<file path="src/design/bmf_pkg.sv">
// ----------------------------------------------------------------------------
// bmf_pkg: shared types and constants of the box mean filter
// Window geometry, store layout, widths and the controller/datapath bundles.
// ----------------------------------------------------------------------------
package bmf_pkg;

  localparam int WINDOW_SIDE = 21;
  localparam int MAX_WIDTH   = 1024;
  localparam int MAX_HEIGHT  = 4096;

  localparam int HALF_SIDE  = WINDOW_SIDE / 2;
  localparam int MIN_SIDE   = 2 * HALF_SIDE + 1;
  localparam int LINE_SLOTS = 2 * HALF_SIDE + 2;
  localparam int TAP_COUNT  = WINDOW_SIDE * WINDOW_SIDE;
  localparam int SUM_TAPS   = MIN_SIDE * MIN_SIDE;
  localparam int HALF_TAPS  = TAP_COUNT / 2;

  localparam int COL_W   = $clog2(MAX_WIDTH);
  localparam int ROW_W   = $clog2(MAX_HEIGHT);
  localparam int SLOT_W  = $clog2(LINE_SLOTS);
  localparam int TAP_W   = $clog2(MIN_SIDE);
  localparam int ADDR_W  = SLOT_W + COL_W;
  localparam int DEPTH   = LINE_SLOTS * MAX_WIDTH;
  localparam int ACC_W   = $clog2(SUM_TAPS * 255 + 1);

  // The rounded mean (sum + HALF_TAPS) / TAP_COUNT is taken as a multiply by
  // a rounded-up reciprocal; the shift is wide enough to make it exact for
  // every dividend that fits in SUM_W bits.
  localparam int SUM_W       = ACC_W + 1;
  localparam int RECIP_SHIFT = SUM_W + $clog2(TAP_COUNT);
  localparam int RECIP_MUL   = ((1 << RECIP_SHIFT) + TAP_COUNT - 1) / TAP_COUNT;
  localparam int M_W         = SUM_W + 2;
  localparam int PROD_W      = SUM_W + M_W;
  localparam int QUO_W       = PROD_W - RECIP_SHIFT;

  localparam int FW_W    = 11;
  localparam int FH_W    = 13;
  localparam int CFG_W   = 13;
  localparam int PIX_W   = 8;

  localparam logic [FW_W-1:0] WIDTH_RESET  = FW_W'(640);
  localparam logic [FH_W-1:0] HEIGHT_RESET = FH_W'(480);

  localparam logic REG_FRAME_WIDTH  = 1'b0;
  localparam logic REG_FRAME_HEIGHT = 1'b1;

  localparam logic REQ_PIXEL = 1'b0;
  localparam logic REQ_DRAIN = 1'b1;

  typedef struct packed {
    logic accept;
    logic sum_step;
    logic mul_load;
    logic out_load;
  } bmf_cmd_t;

  typedef struct packed {
    logic emit_go;
    logic tap_last;
    logic out_free;
  } bmf_status_t;

endpackage

</file>
<file path="src/design/bmf_ctrl.sv">
// ----------------------------------------------------------------------------
// bmf_ctrl: sequencing state machine
// Steps one item through intake, window summation, division and output.
// ----------------------------------------------------------------------------
module bmf_ctrl import bmf_pkg::*; (
  input  logic        clk,
  input  logic        rst,
  input  logic        s_tvalid,
  output logic        s_tready,
  input  bmf_status_t status,
  output bmf_cmd_t    cmd
);

  typedef enum logic [4:0] {
    ST_IDLE  = 5'b00001,
    ST_SUM   = 5'b00010,
    ST_FLUSH = 5'b00100,
    ST_MUL   = 5'b01000,
    ST_OUT   = 5'b10000
  } state_t;

  state_t state, state_next;

  always_ff @(posedge clk) begin
    if (rst) begin
      state <= ST_IDLE;
    end else begin
      state <= state_next;
    end
  end

  assign s_tready = (state == ST_IDLE);

  always_comb begin
    state_next = state;
    cmd        = '0;
    unique case (state)
      ST_IDLE: begin
        cmd.accept = s_tvalid;
        if (s_tvalid && status.emit_go) begin
          state_next = ST_SUM;
        end
      end
      ST_SUM: begin
        cmd.sum_step = 1'b1;
        if (status.tap_last) begin
          state_next = ST_FLUSH;
        end
      end
      ST_FLUSH: begin
        state_next = ST_MUL;
      end
      ST_MUL: begin
        cmd.mul_load = 1'b1;
        state_next   = ST_OUT;
      end
      ST_OUT: begin
        if (status.out_free) begin
          cmd.out_load = 1'b1;
          state_next   = ST_IDLE;
        end
      end
      default: begin
        state_next = ST_IDLE;
      end
    endcase
  end

endmodule

</file>
<file path="config.mk">
export PLATFORM = sky130hd
export DESIGN_NAME = bmf_ctrl
export DESIGN_NICKNAME = d
export VERILOG_FILES = /design/src/design/bmf_pkg.sv /design/src/design/bmf_ctrl.sv
export SDC_FILE = /design/constraint.sdc
export NUM_CORES = 1
export LEC_CHECK = 0
export ABC_AREA = 1
export BUFFER_PORTS_ARGS = -buffer_cell sky130_fd_sc_hd__buf_2
export CAP_MARGIN = 20
export CORE_AREA = 2 2 39 41
export DETAILED_ROUTE_END_ITERATION = 10
export DIE_AREA = 0 0 41 43
export PLACE_DENSITY = 0.52
export SLEW_MARGIN = 20
export SYNTH_ARGS = -nofsm -noshare
export SYNTH_HDL_FRONTEND = slang
export SYNTH_SLANG_ARGS = --single-unit
</file>
<file path="constraint.sdc">
create_clock -name clk -period 2.3 [get_ports clk]
set_clock_uncertainty 0.15 [all_clocks]
set_input_delay 0.115 -clock clk [delete_from_list [all_inputs] [get_ports clk]]
set_output_delay 0.115 -clock clk [all_outputs]
set_load 0.01 [all_outputs]
</file>
==> impl_metrics.xml, run 1 <==
<?xml version="1.0" encoding="UTF-8"?>
<metrics>
  <group name="status">
    <metric name="outcome" unit="">finished, final reports clean</metric>
  </group>
  <group name="place">
    <metric name="dpl-instance-area" unit="um^2">370</metric>
    <metric name="detailed_place_hpwl" unit="um">481</metric>
    <metric name="gp_routability_congestion" unit="">0.774</metric>
    <metric name="numPortBuffers" unit="">10</metric>
  </group>
  <group name="critical_path">
    <metric name="setup.worst_path.start_class" unit="">register</metric>
    <metric name="worstPathMaxFanout" unit="">6</metric>
    <metric name="critPathCaptureType" unit="">output port</metric>
    <metric name="timing.reg2reg.worst_path_depth" unit="">6</metric>
    <metric name="worst-setup-path-type" unit="">reg2out</metric>
    <metric name="required" unit="ns">2.04</metric>
    <metric name="arrival" unit="ns">1.16</metric>
  </group>
  <group name="yosys">
    <metric name="postSynthCellCount" unit="">45</metric>
    <metric name="post_synth_instance_area" unit="um^2">308</metric>
    <metric name="synth_fp_nets" unit="">51</metric>
    <metric name="sequential_element_share_of_the_synthesized_area" unit="%">32.5</metric>
    <metric name="synth_cell_type_count" unit="">17</metric>
    <metric name="syn-mean-instance-area" unit="um^2">6.84</metric>
    <metric name="synth_seq_cells" unit="">5</metric>
    <metric name="yosys_warnings" unit="">0</metric>
  </group>
  <group name="global_route">
    <metric name="top_usage_layer" unit="">met4</metric>
    <metric name="met1_usage" unit="%">11.6</metric>
    <metric name="pin_count_of_the_biggest_net_entering_global_routing" unit="">7</metric>
    <metric name="globalRouteMet2Util" unit="%">10.0</metric>
    <metric name="gr-usage-met3" unit="%">5.24</metric>
    <metric name="grt_overflow_total" unit="">0</metric>
    <metric name="grt_antenna_before_repair" unit="">0</metric>
    <metric name="grt_pass1_wl" unit="um">1050</metric>
    <metric name="grt_pass1_vias" unit="">249</metric>
    <metric name="globalRouteTotalUtil" unit="%">9.95</metric>
  </group>
  <group name="clocking">
    <metric name="h_tree_lvl_count" unit="">1</metric>
    <metric name="cts_hold_buf" unit="">1</metric>
    <metric name="cts_root_buf" unit="">sky130_fd_sc_hd__clkbuf_4</metric>
    <metric name="cts_inserted_buffers" unit="">3</metric>
    <metric name="cts_tree" unit="">built</metric>
    <metric name="max-clock-path-buffers" unit="">2</metric>
    <metric name="clkLatencyLatePin" unit="ns">0.24</metric>
    <metric name="cts.reportedPaths.clkPinSlew" unit="ns">0.04</metric>
    <metric name="cts_setup_buffers" unit="">0</metric>
    <metric name="cts.sinks" unit="">5</metric>
    <metric name="post_cts_resized" unit="">0</metric>
  </group>
  <group name="cells_and_area">
    <metric name="fill_cells" unit="">154</metric>
    <metric name="n_antenna_cell" unit="">0</metric>
    <metric name="drive_gt1_share" unit="%">37.3</metric>
    <metric name="leading_cell_type_in_the_layout_fill_and_taps_excluded" unit="">sky130_fd_sc_hd__buf_2</metric>
    <metric name="final_cell_area_excluding_filler_cells" unit="um^2">407</metric>
    <metric name="areaGrowthSynthToFinish" unit="%">32.1</metric>
    <metric name="postLayoutCoreUtil" unit="%">29.4</metric>
    <metric name="layout_common_cells" unit="">10 x sky130_fd_sc_hd__buf_2, 8 x sky130_fd_sc_hd__inv_1, 7 x sky130_fd_sc_hd__nand3_1</metric>
    <metric name="top_register" unit="">state</metric>
    <metric name="num-nets-final" unit="">66</metric>
    <metric name="reg_top3" unit="">state (5)</metric>
    <metric name="largest_register_ff_count" unit="">5</metric>
  </group>
  <group name="power_and_ir_drop">
    <metric name="leakage_power_summed_over_all_cells" unit="nW">0.229</metric>
    <metric name="sw_frac_of_total" unit="%">40.3</metric>
    <metric name="part_of_the_total_power_dissipated_in_the_clock_network" unit="%">24.2</metric>
    <metric name="cellInternalPower" unit="uW">247</metric>
    <metric name="power_per_cell_area" unit="nW/um^2">1010</metric>
    <metric name="pwr-share-comb" unit="%">44.9</metric>
    <metric name="totalPowerFinal" unit="uW">413</metric>
    <metric name="power.ir.vdd_worst" unit="V">0.000317</metric>
    <metric name="power.share.sequential" unit="%">31.0</metric>
    <metric name="net_load_switching_power" unit="uW">166</metric>
  </group>
  <group name="timing">
    <metric name="fin_setup_tns" unit="ns">0</metric>
    <metric name="worst-slew-pin-transition" unit="ns">0.202</metric>
    <metric name="rsz0062_at_grt" unit="">no</metric>
    <metric name="report.final.slew_viol_count" unit="">0</metric>
    <metric name="fmax" unit="MHz">704</metric>
    <metric name="fin_hold_ws" unit="ns">0.0793</metric>
    <metric name="final.period_utilization" unit="%">61.7</metric>
    <metric name="report.final.hold_viol_count" unit="">0</metric>
    <metric name="relSlewSlack" unit="%">86.5</metric>
    <metric name="period_needed" unit="ns">1.42</metric>
    <metric name="finalSetupViolations" unit="">0</metric>
  </group>
  <group name="hold_path">
    <metric name="hold_class" unit="">in2reg</metric>
    <metric name="hold_depth" unit="">4</metric>
  </group>
  <group name="floorplan">
    <metric name="pin_count" unit="">11</metric>
    <metric name="design.die.area" unit="um^2">1760</metric>
    <metric name="initial_utilization" unit="%">22.2</metric>
    <metric name="die_x" unit="um">41</metric>
    <metric name="die-height" unit="um">43</metric>
    <metric name="fp.coreArea" unit="um^2">1380</metric>
    <metric name="std_cell_rows" unit="">14</metric>
  </group>
  <group name="routing">
    <metric name="drt-pass1-iter-count" unit="">4</metric>
    <metric name="drc" unit="">0</metric>
    <metric name="vias" unit="">304</metric>
    <metric name="post_drt_via_cell_ratio" unit="">4.05</metric>
    <metric name="antenna_nets_post_route" unit="">0</metric>
    <metric name="wl_per_cell" unit="um">8.04</metric>
    <metric name="drt_wl_total" unit="um">603</metric>
    <metric name="initialDrtViolationCount" unit="">6</metric>
  </group>
  <group name="flow_run">
    <metric name="timing.max_cap.violations" unit="">0</metric>
  </group>
</metrics>
-- synth_stat cells --
cell / instances / area, um^2
sky130_fd_sc_hd__a21oi_1: 1 / 5.00
sky130_fd_sc_hd__buf_4: 1 / 7.51
sky130_fd_sc_hd__clkinv_1: 1 / 3.75
sky130_fd_sc_hd__dfxtp_1: 5 / 100
sky130_fd_sc_hd__inv_1: 8 / 30.0
sky130_fd_sc_hd__inv_2: 2 / 7.51
sky130_fd_sc_hd__nand2_1: 3 / 11.3
sky130_fd_sc_hd__nand2_2: 1 / 6.26
sky130_fd_sc_hd__nand3_1: 7 / 35.0
sky130_fd_sc_hd__nand3_2: 1 / 10.0
sky130_fd_sc_hd__nand4_1: 2 / 12.5
sky130_fd_sc_hd__nand4_2: 1 / 12.5
sky130_fd_sc_hd__nor2_1: 5 / 18.8
sky130_fd_sc_hd__nor2_2: 3 / 18.8
sky130_fd_sc_hd__nor2_4: 1 / 11.3
sky130_fd_sc_hd__nor3_1: 2 / 10.0
sky130_fd_sc_hd__o21bai_1: 1 / 7.51
-- critical path, cell delays in order (launching register included) --
cell and delay, ns:
sky130_fd_sc_hd__dfxtp_1 0.34, sky130_fd_sc_hd__nor2_4 0.18, sky130_fd_sc_hd__nand3_1 0.15, sky130_fd_sc_hd__nor2_1 0.11, sky130_fd_sc_hd__buf_2 0.13
-- routing by layer --
metal,part of all wire [%],vias to the layer above
li1,-,170
met2,40,7
met5,0,-
met3,6.8,2
met1,50,125
met4,2.8,0
-- power by group through the flow --
stage          sequential, mW  combinational, mW  clock, mW
6_report                0.128              0.185     0.0997
5_1_grt                 0.131              0.214      0.115
4_1_cts                 0.128              0.187      0.106
3_5_place_dp            0.130              0.185          0
3_3_place_gp            0.130              0.187          0
2_1_floorplan           0.125              0.142          0
-- stage by stage --
step / instances / setup slack (ns)
final: 75 / 0.880
after global routing: 75 / 0.741
after CTS: 75 / 0.858
after detailed placement: 70 / 1.07
after global placement: 70 / 1.07
after floorplan: 45 / 1.18
-- final timing paths --
check             slack [ns]               endpoint                  start
setup / recovery        0.88                 cmd[3]  state[2]$_SDFFE_PP0P_
hold / removal          0.08  state[4]$_SDFFE_PP0P_              status[0]
setup reg to reg        1.08  state[1]$_SDFFE_PP0P_  state[0]$_SDFFE_PP1P_
hold reg to reg         0.39  state[3]$_SDFFE_PP0P_  state[2]$_SDFFE_PP0P_
-- cells by family (layout without fill, tap and decap cells) --
family,Yosys count,count (layout),share of synthesized area (%)
AOI/OAI and AO/OA,2,2,4.06
and+or+nand+nor,26,26,47.6
DFF,5,5,32.5
buffers and inverters,12,26,15.9
-- cell type report --
| cell class | count | area (um^2) | share of cell area (%) |
|---|---|---|---|
| clock buffer | 4 | 26.3 | 6.46 |
| multi-input combinational | 28 | 159 | 39.1 |
| tap | 16 | 20.0 | 4.92 |
| timing repair buffer | 11 | 60.1 | 14.8 |
| inverter | 11 | 41.3 | 10.2 |
| sequential | 5 | 100 | 24.6 |
Note: power is estimated with default switching activity, not from simulation.
==> run 2, diff against run 1 <==
==> constraint.sdc (replaced) <==
create_clock -name clk -period 1.35 [get_ports clk]
set_clock_uncertainty 0.15 [all_clocks]
set_input_delay 0.0675 -clock clk [delete_from_list [all_inputs] [get_ports clk]]
set_output_delay 0.0675 -clock clk [all_outputs]
set_load 0.01 [all_outputs]
==> run 2 against run 1 <==
  * Final area rose by 10%
  * First-iteration DRC count fell by 100%
  * Global-route usage rose by 0.10 points
  * Non-clock buffer count rose by 1
  * Largest power group unchanged
  * Count of clock-buffer cells in the layout did not move
  * Hold slack got worse by 0.062 ns
  * Largest cell class unchanged
  * Register-to-register slack got worse by 0.97 ns
  * Critical path depth did not move
  * Core utilization rose by 3.0 points
  * Combinational power rose by 120%
==> impl_metrics.xml, run 2 (same netlist as run 1, synthesis figures left out) <==
<?xml version="1.0" encoding="UTF-8"?>
<metrics>
  <group name="critical_path">
    <metric name="ff2ff_setup_slack" unit="ns">0.11</metric>
    <metric name="worst-setup-path-type" unit="">reg2out</metric>
    <metric name="timing.reg2reg.worst_path_depth" unit="">6</metric>
    <metric name="arrival" unit="ns">1.11</metric>
    <metric name="critical_path.reg2reg.startpoint" unit="">state[3]$_SDFFE_PP0P_</metric>
    <metric name="required" unit="ns">1.13</metric>
    <metric name="critPathCaptureType" unit="">output port</metric>
    <metric name="worstPathMaxFanout" unit="">4</metric>
    <metric name="setup.worst_path.start_class" unit="">register</metric>
    <metric name="reg2reg_to" unit="">state[1]$_SDFFE_PP0P_</metric>
  </group>
  <group name="routing">
    <metric name="wl_per_cell" unit="um">8.79</metric>
    <metric name="drt_wl_total" unit="um">668</metric>
    <metric name="antenna_nets_post_route" unit="">0</metric>
    <metric name="post_drt_via_cell_ratio" unit="">4.28</metric>
    <metric name="initialDrtViolationCount" unit="">0</metric>
    <metric name="vias" unit="">325</metric>
    <metric name="drc" unit="">0</metric>
    <metric name="drt-pass1-iter-count" unit="">1</metric>
  </group>
  <group name="floorplan">
    <metric name="die-height" unit="um">43</metric>
    <metric name="std_cell_rows" unit="">14</metric>
    <metric name="design.die.area" unit="um^2">1760</metric>
    <metric name="die_x" unit="um">41</metric>
    <metric name="initial_utilization" unit="%">22.2</metric>
    <metric name="pin_count" unit="">11</metric>
    <metric name="fp.coreArea" unit="um^2">1380</metric>
  </group>
  <group name="clocking">
    <metric name="h_tree_lvl_count" unit="">1</metric>
    <metric name="cts.sinks" unit="">5</metric>
    <metric name="cts_tree" unit="">built</metric>
    <metric name="cts_root_buf" unit="">sky130_fd_sc_hd__clkbuf_4</metric>
    <metric name="cts.reportedPaths.clkPinSlew" unit="ns">0.05</metric>
    <metric name="cts_inserted_buffers" unit="">3</metric>
    <metric name="clkLatencyLatePin" unit="ns">0.25</metric>
    <metric name="max-clock-path-buffers" unit="">2</metric>
  </group>
  <group name="status">
    <metric name="outcome" unit="">finished, final reports clean</metric>
  </group>
  <group name="global_route">
    <metric name="grt_antenna_before_repair" unit="">0</metric>
    <metric name="globalRouteTotalUtil" unit="%">10.1</metric>
    <metric name="pin_count_of_the_biggest_net_entering_global_routing" unit="">7</metric>
    <metric name="grt_overflow_total" unit="">0</metric>
    <metric name="grt_pass1_wl" unit="um">1100</metric>
    <metric name="grt_pass1_vias" unit="">293</metric>
  </group>
  <group name="cells_and_area">
    <metric name="final-instance-count-excl-fill" unit="">76</metric>
    <metric name="reg_top3" unit="">state (5)</metric>
    <metric name="num-nets-final" unit="">67</metric>
    <metric name="leading_cell_type_in_the_layout_fill_and_taps_excluded" unit="">sky130_fd_sc_hd__buf_2</metric>
    <metric name="drive_gt1_share" unit="%">50.0</metric>
    <metric name="areaGrowthSynthToFinish" unit="%">45.5</metric>
    <metric name="top_register" unit="">state</metric>
    <metric name="n_antenna_cell" unit="">0</metric>
    <metric name="largest_register_ff_count" unit="">5</metric>
    <metric name="layout_common_cells" unit="">10 x sky130_fd_sc_hd__buf_2, 8 x sky130_fd_sc_hd__inv_1, 5 x sky130_fd_sc_hd__nand3_1</metric>
  </group>
  <group name="power_and_ir_drop">
    <metric name="sw_frac_of_total" unit="%">40.4</metric>
    <metric name="cellInternalPower" unit="uW">498</metric>
    <metric name="power_per_cell_area" unit="nW/um^2">1860</metric>
    <metric name="power.share.sequential" unit="%">28.6</metric>
    <metric name="part_of_the_total_power_dissipated_in_the_clock_network" unit="%">21.7</metric>
    <metric name="net_load_switching_power" unit="uW">337</metric>
    <metric name="power.ir.vdd_worst" unit="V">0.000471</metric>
    <metric name="leakage_power_summed_over_all_cells" unit="nW">0.243</metric>
    <metric name="pwr-share-comb" unit="%">49.7</metric>
  </group>
  <group name="timing">
    <metric name="worst-slew-pin-transition" unit="ns">0.209</metric>
    <metric name="relSlewSlack" unit="%">86.1</metric>
    <metric name="finalSetupViolations" unit="">0</metric>
    <metric name="rsz0062_at_grt" unit="">yes</metric>
    <metric name="report.final.hold_viol_count" unit="">0</metric>
    <metric name="period_needed" unit="ns">1.33</metric>
    <metric name="final.period_utilization" unit="%">98.2</metric>
    <metric name="fin_hold_ws" unit="ns">0.0173</metric>
    <metric name="report.final.slew_viol_count" unit="">0</metric>
    <metric name="fmax" unit="MHz">754</metric>
  </group>
  <group name="hold_path">
    <metric name="hold_depth" unit="">4</metric>
    <metric name="worstHoldStart" unit="">status[0]</metric>
    <metric name="hold_class" unit="">in2reg</metric>
    <metric name="timing.hold.worst_endpoint" unit="">state[4]$_SDFFE_PP0P_</metric>
  </group>
  <group name="place">
    <metric name="gp_routability_congestion" unit="">0.791</metric>
    <metric name="dpl.cell_count" unit="">70</metric>
    <metric name="detailed_place_hpwl" unit="um">502</metric>
    <metric name="numPortBuffers" unit="">10</metric>
  </group>
  <group name="flow_run">
    <metric name="timing.max_cap.violations" unit="">0</metric>
  </group>
</metrics>
run 2: changes by cell type in the layout (fill, tap and decap cells not counted), sizes merged:
cell,previous run,this run
buf,10,11
run 2: worst max-delay path, cell delays in order, from the launching register on:
cell and delay [ns]:
sky130_fd_sc_hd__dfxtp_4 0.35, sky130_fd_sc_hd__nor2_2 0.17, sky130_fd_sc_hd__nand3_1 0.15, sky130_fd_sc_hd__inv_1 0.07
sky130_fd_sc_hd__buf_2 0.12
run 2: per-stage QoR:
step | cell area, um^2 | power, mW | utilization, % | TNS, ns | setup WS, ns
floorplan | 308 | 0.454 | - | 0 | 0.227
global placement | 370 | 0.539 | 26.8 | 0 | 0.127
detailed placement | 370 | 0.538 | 26.8 | 0 | 0.123
CTS | 415 | 0.746 | 30.0 | -0.0140 | -0.0140
global route | 448 | 0.907 | 32.4 | -0.132 | -0.0356
finish | 448 | 0.835 | 32.4 | 0 | 0.0246
run 2: layout make-up:
| class | instances | area (um^2) |
|---|---|---|
| clock buffers | 4 | 26.3 |
| well taps | 16 | 20.0 |
| fillers | 161 | 936 |
| multi-input cells | 28 | 186 |
| inverters | 11 | 41.3 |
| repair buffers | 12 | 67.6 |
| flip-flops and latches | 5 | 106 |
run 2: repair_timing:
item,CTS,global route
resized for setup,3,7
endpoints found under the setup margin,3,5
setup buffers,0,1
hold buffers,1,0
pin swaps,0,2
endpoints found under the hold margin,4,0
run 2: worst max path at each step:
| stage | startpoint | to | slack, ns |
|---|---|---|---|
| global route | state[3]$_SDFFE_PP0P_ | cmd[0] | -0.04 |
| detailed placement | state[0]$_SDFFE_PP1P_ | state[1]$_SDFFE_PP0P_ | 0.12 |
| floorplan | state[0]$_SDFFE_PP1P_ | state[1]$_SDFFE_PP0P_ | 0.23 |
| global placement | state[0]$_SDFFE_PP1P_ | state[1]$_SDFFE_PP0P_ | 0.13 |
| CTS | state[2]$_SDFFE_PP0P_ | cmd[3] | -0.01 |
| finish | state[0]$_SDFFE_PP1P_ | cmd[1] | 0.02 |
run 2: power by group through the flow:
stage	Clock [mW]	Combinational (mW)	Sequential [mW]
after floorplan	0	0.241	0.212
after global placement	0	0.319	0.221
after detailed placement	0	0.319	0.219
after CTS	0.185	0.336	0.226
after global routing	0.193	0.469	0.246
final	0.181	0.415	0.239
run 2: per-layer routing:
layer	up-vias	share of wire [%]	track usage, %
met1	140	45	11.6
li1	172	-	-
met2	10	42	12.5
met5	-	0	0
met4	0	3.9	10.0
met3	3	8.1	4.71
==> run 3, diff against run 2 <==
--- a/config.mk
+++ b/config.mk
@@ -11,6 +11,7 @@
 export CORE_AREA = 2 2 39 41
 export DETAILED_ROUTE_END_ITERATION = 10
 export DIE_AREA = 0 0 41 43
+export HOLD_SLACK_MARGIN = 0.02
 export PLACE_DENSITY = 0.52
 export SLEW_MARGIN = 20
 export SYNTH_ARGS = -nofsm -noshare
==> constraint.sdc (replaced) <==
create_clock -name clk -period 1.42 [get_ports clk]
set_clock_uncertainty 0.15 [all_clocks]
set_input_delay 0.071 -clock clk [delete_from_list [all_inputs] [get_ports clk]]
set_output_delay 0.071 -clock clk [all_outputs]
set_load 0.01 [all_outputs]
==> run 3 against run 2 <==
  * Core utilization fell by 1.2 points
  * Final cell count did not move
  * Final area fell by 3.6%
  * Non-clock buffer count did not move
  * Critical path type unchanged
  * Critical endpoint is now cmd[3]
==> impl_metrics.xml, run 3 (same netlist as run 1, synthesis figures left out) <==
<?xml version="1.0" encoding="UTF-8"?>
<metrics>
  <group name="global_route">
    <metric name="grt_pass1_wl" unit="um">1100</metric>
    <metric name="grt_antenna_before_repair" unit="">0</metric>
    <metric name="pin_count_of_the_biggest_net_entering_global_routing" unit="">7</metric>
    <metric name="globalRouteTotalUtil" unit="%">9.95</metric>
    <metric name="grt_overflow_total" unit="">0</metric>
    <metric name="grt_pass1_vias" unit="">296</metric>
  </group>
  <group name="power_and_ir_drop">
    <metric name="power.ir.vdd_worst" unit="V">0.000402</metric>
    <metric name="leakage_power_summed_over_all_cells" unit="nW">0.240</metric>
    <metric name="power_per_cell_area" unit="nW/um^2">1730</metric>
  </group>
  <group name="critical_path">
    <metric name="worstPathMaxFanout" unit="">6</metric>
    <metric name="required" unit="ns">1.20</metric>
    <metric name="setup.worst_path.start_class" unit="">register</metric>
    <metric name="critPathCaptureType" unit="">output port</metric>
    <metric name="timing.reg2reg.worst_path_depth" unit="">5</metric>
    <metric name="worst-setup-path-type" unit="">reg2out</metric>
    <metric name="ff2ff_setup_slack" unit="ns">0.20</metric>
    <metric name="arrival" unit="ns">1.13</metric>
  </group>
  <group name="timing">
    <metric name="worst-slew-pin-transition" unit="ns">0.180</metric>
    <metric name="finalWorstSetupSlack" unit="ns">0.0676</metric>
    <metric name="report.final.slew_viol_count" unit="">0</metric>
    <metric name="relSlewSlack" unit="%">88.0</metric>
    <metric name="fmax" unit="MHz">739</metric>
    <metric name="rsz0062_at_grt" unit="">yes</metric>
    <metric name="report.final.hold_viol_count" unit="">0</metric>
    <metric name="finalSetupViolations" unit="">0</metric>
    <metric name="fin_hold_ws" unit="ns">0.0193</metric>
    <metric name="final.period_utilization" unit="%">95.2</metric>
    <metric name="fin_setup_tns" unit="ns">0</metric>
    <metric name="period_needed" unit="ns">1.35</metric>
  </group>
  <group name="clocking">
    <metric name="clkLatencyLatePin" unit="ns">0.25</metric>
    <metric name="h_tree_lvl_count" unit="">1</metric>
    <metric name="cts.sinks" unit="">5</metric>
    <metric name="cts_tree" unit="">built</metric>
    <metric name="cts_root_buf" unit="">sky130_fd_sc_hd__clkbuf_4</metric>
    <metric name="max-clock-path-buffers" unit="">2</metric>
    <metric name="cts.reportedPaths.clkPinSlew" unit="ns">0.04</metric>
    <metric name="cts_inserted_buffers" unit="">3</metric>
  </group>
  <group name="cells_and_area">
    <metric name="fill_cells" unit="">161</metric>
    <metric name="final-instance-count-excl-fill" unit="">76</metric>
    <metric name="final-seq-area" unit="um^2">105</metric>
    <metric name="leading_cell_type_in_the_layout_fill_and_taps_excluded" unit="">sky130_fd_sc_hd__buf_2</metric>
    <metric name="num-nets-final" unit="">67</metric>
    <metric name="drive_gt1_share" unit="%">46.7</metric>
    <metric name="top_register" unit="">state</metric>
    <metric name="areaGrowthSynthToFinish" unit="%">40.2</metric>
    <metric name="largest_register_ff_count" unit="">5</metric>
    <metric name="reg_top3" unit="">state (5)</metric>
    <metric name="layout_common_cells" unit="">10 x sky130_fd_sc_hd__buf_2, 8 x sky130_fd_sc_hd__inv_1, 5 x sky130_fd_sc_hd__nand3_1</metric>
    <metric name="n_antenna_cell" unit="">0</metric>
    <metric name="multiInputGateArea" unit="um^2">171</metric>
    <metric name="final_cell_area_excluding_filler_cells" unit="um^2">432</metric>
  </group>
  <group name="routing">
    <metric name="post_drt_via_cell_ratio" unit="">4.33</metric>
    <metric name="antenna_nets_post_route" unit="">0</metric>
    <metric name="drt_wl_total" unit="um">694</metric>
    <metric name="initialDrtViolationCount" unit="">3</metric>
    <metric name="wl_per_cell" unit="um">9.13</metric>
    <metric name="vias" unit="">329</metric>
    <metric name="drt-pass1-iter-count" unit="">4</metric>
    <metric name="drc" unit="">0</metric>
  </group>
  <group name="place">
    <metric name="dpl-instance-area" unit="um^2">370</metric>
    <metric name="dp_worst_setup_slack" unit="ns">0.193</metric>
    <metric name="gp_routability_congestion" unit="">0.791</metric>
    <metric name="detailed_place_hpwl" unit="um">502</metric>
    <metric name="numPortBuffers" unit="">10</metric>
    <metric name="dpl.cell_count" unit="">70</metric>
  </group>
  <group name="floorplan">
    <metric name="design.die.area" unit="um^2">1760</metric>
    <metric name="std_cell_rows" unit="">14</metric>
    <metric name="die-height" unit="um">43</metric>
    <metric name="pin_count" unit="">11</metric>
    <metric name="fp.coreArea" unit="um^2">1380</metric>
    <metric name="initial_utilization" unit="%">22.2</metric>
    <metric name="die_x" unit="um">41</metric>
  </group>
  <group name="hold_path">
    <metric name="hold_class" unit="">in2reg</metric>
    <metric name="hold_depth" unit="">4</metric>
  </group>
  <group name="status">
    <metric name="outcome" unit="">finished, final reports clean</metric>
  </group>
  <group name="flow_run">
    <metric name="timing.max_cap.violations" unit="">0</metric>
  </group>
</metrics>
==> run 3: cell types whose count changed in the layout (fill, tap and decap cells not counted) <==
cell	previous run	this run
sky130_fd_sc_hd__nor2_1	3	4
sky130_fd_sc_hd__nand3_2	2	3
sky130_fd_sc_hd__dfxtp_1	2	3
sky130_fd_sc_hd__dfxtp_2	2	1
sky130_fd_sc_hd__nand3_4	1	0
sky130_fd_sc_hd__nor2_4	2	1
==> run 3: power by group <==
part           leakage, nW  internal (mW)  total [mW]  switching [mW]
Clock               0.0150          0.107       0.172          0.0658
Combinational        0.184          0.156       0.352           0.196
Sequential          0.0411          0.182       0.223          0.0414
==> run 3: critical path, cell delays in order (launching register included) <==
cell,delay [ns]
sky130_fd_sc_hd__dfxtp_1,0.34
sky130_fd_sc_hd__nor2_4,0.20
sky130_fd_sc_hd__nand3_2,0.12
sky130_fd_sc_hd__nor2_1,0.10
sky130_fd_sc_hd__buf_2,0.13
==> run 3: path summary, 6_finish.rpt <==
| kind | start | endpoint |
|---|---|---|
| worst max register to register | state[2]$_SDFFE_PP0P_ | state[0]$_SDFFE_PP1P_ |
| worst max-delay path | state[2]$_SDFFE_PP0P_ | cmd[3] |
| worst min-delay path | status[0] | state[4]$_SDFFE_PP0P_ |
| worst min register to register | state[1]$_SDFFE_PP0P_ | state[1]$_SDFFE_PP0P_ |
==> run 3: layout make-up <==
cell class | count | share of cell area (%)
clock buffers | 4 | 6.09
inverters | 11 | 9.57
multi-input cells | 28 | 39.7
flip-flops and latches | 5 | 24.3
well taps | 16 | 4.64
repair buffers | 12 | 15.7
==> run 3: routing by layer <==
metal	vias up	track usage [%]	part of all wire, %
li1	171	-	-
met1	145	11.6	43
met2	10	12.2	45
met3	3	4.71	8.1
met4	0	10.0	3.5
met5	-	0	0
==> run 3: what timing repair did <==
item / CTS / global route
hold buffers: 1 / 0
setup endpoints to repair: 1 / 3
setup buffers: 0 / 1
resized for setup: 1 / 5
endpoints found under the hold margin: 4 / 0
==> run 3: through the flow <==
step / power (mW) / utilization (%)
floorplan: 0.431 / -
global placement: 0.513 / 26.8
detailed placement: 0.512 / 26.8
CTS: 0.695 / 29.5
global route: 0.815 / 31.2
finish: 0.748 / 31.2
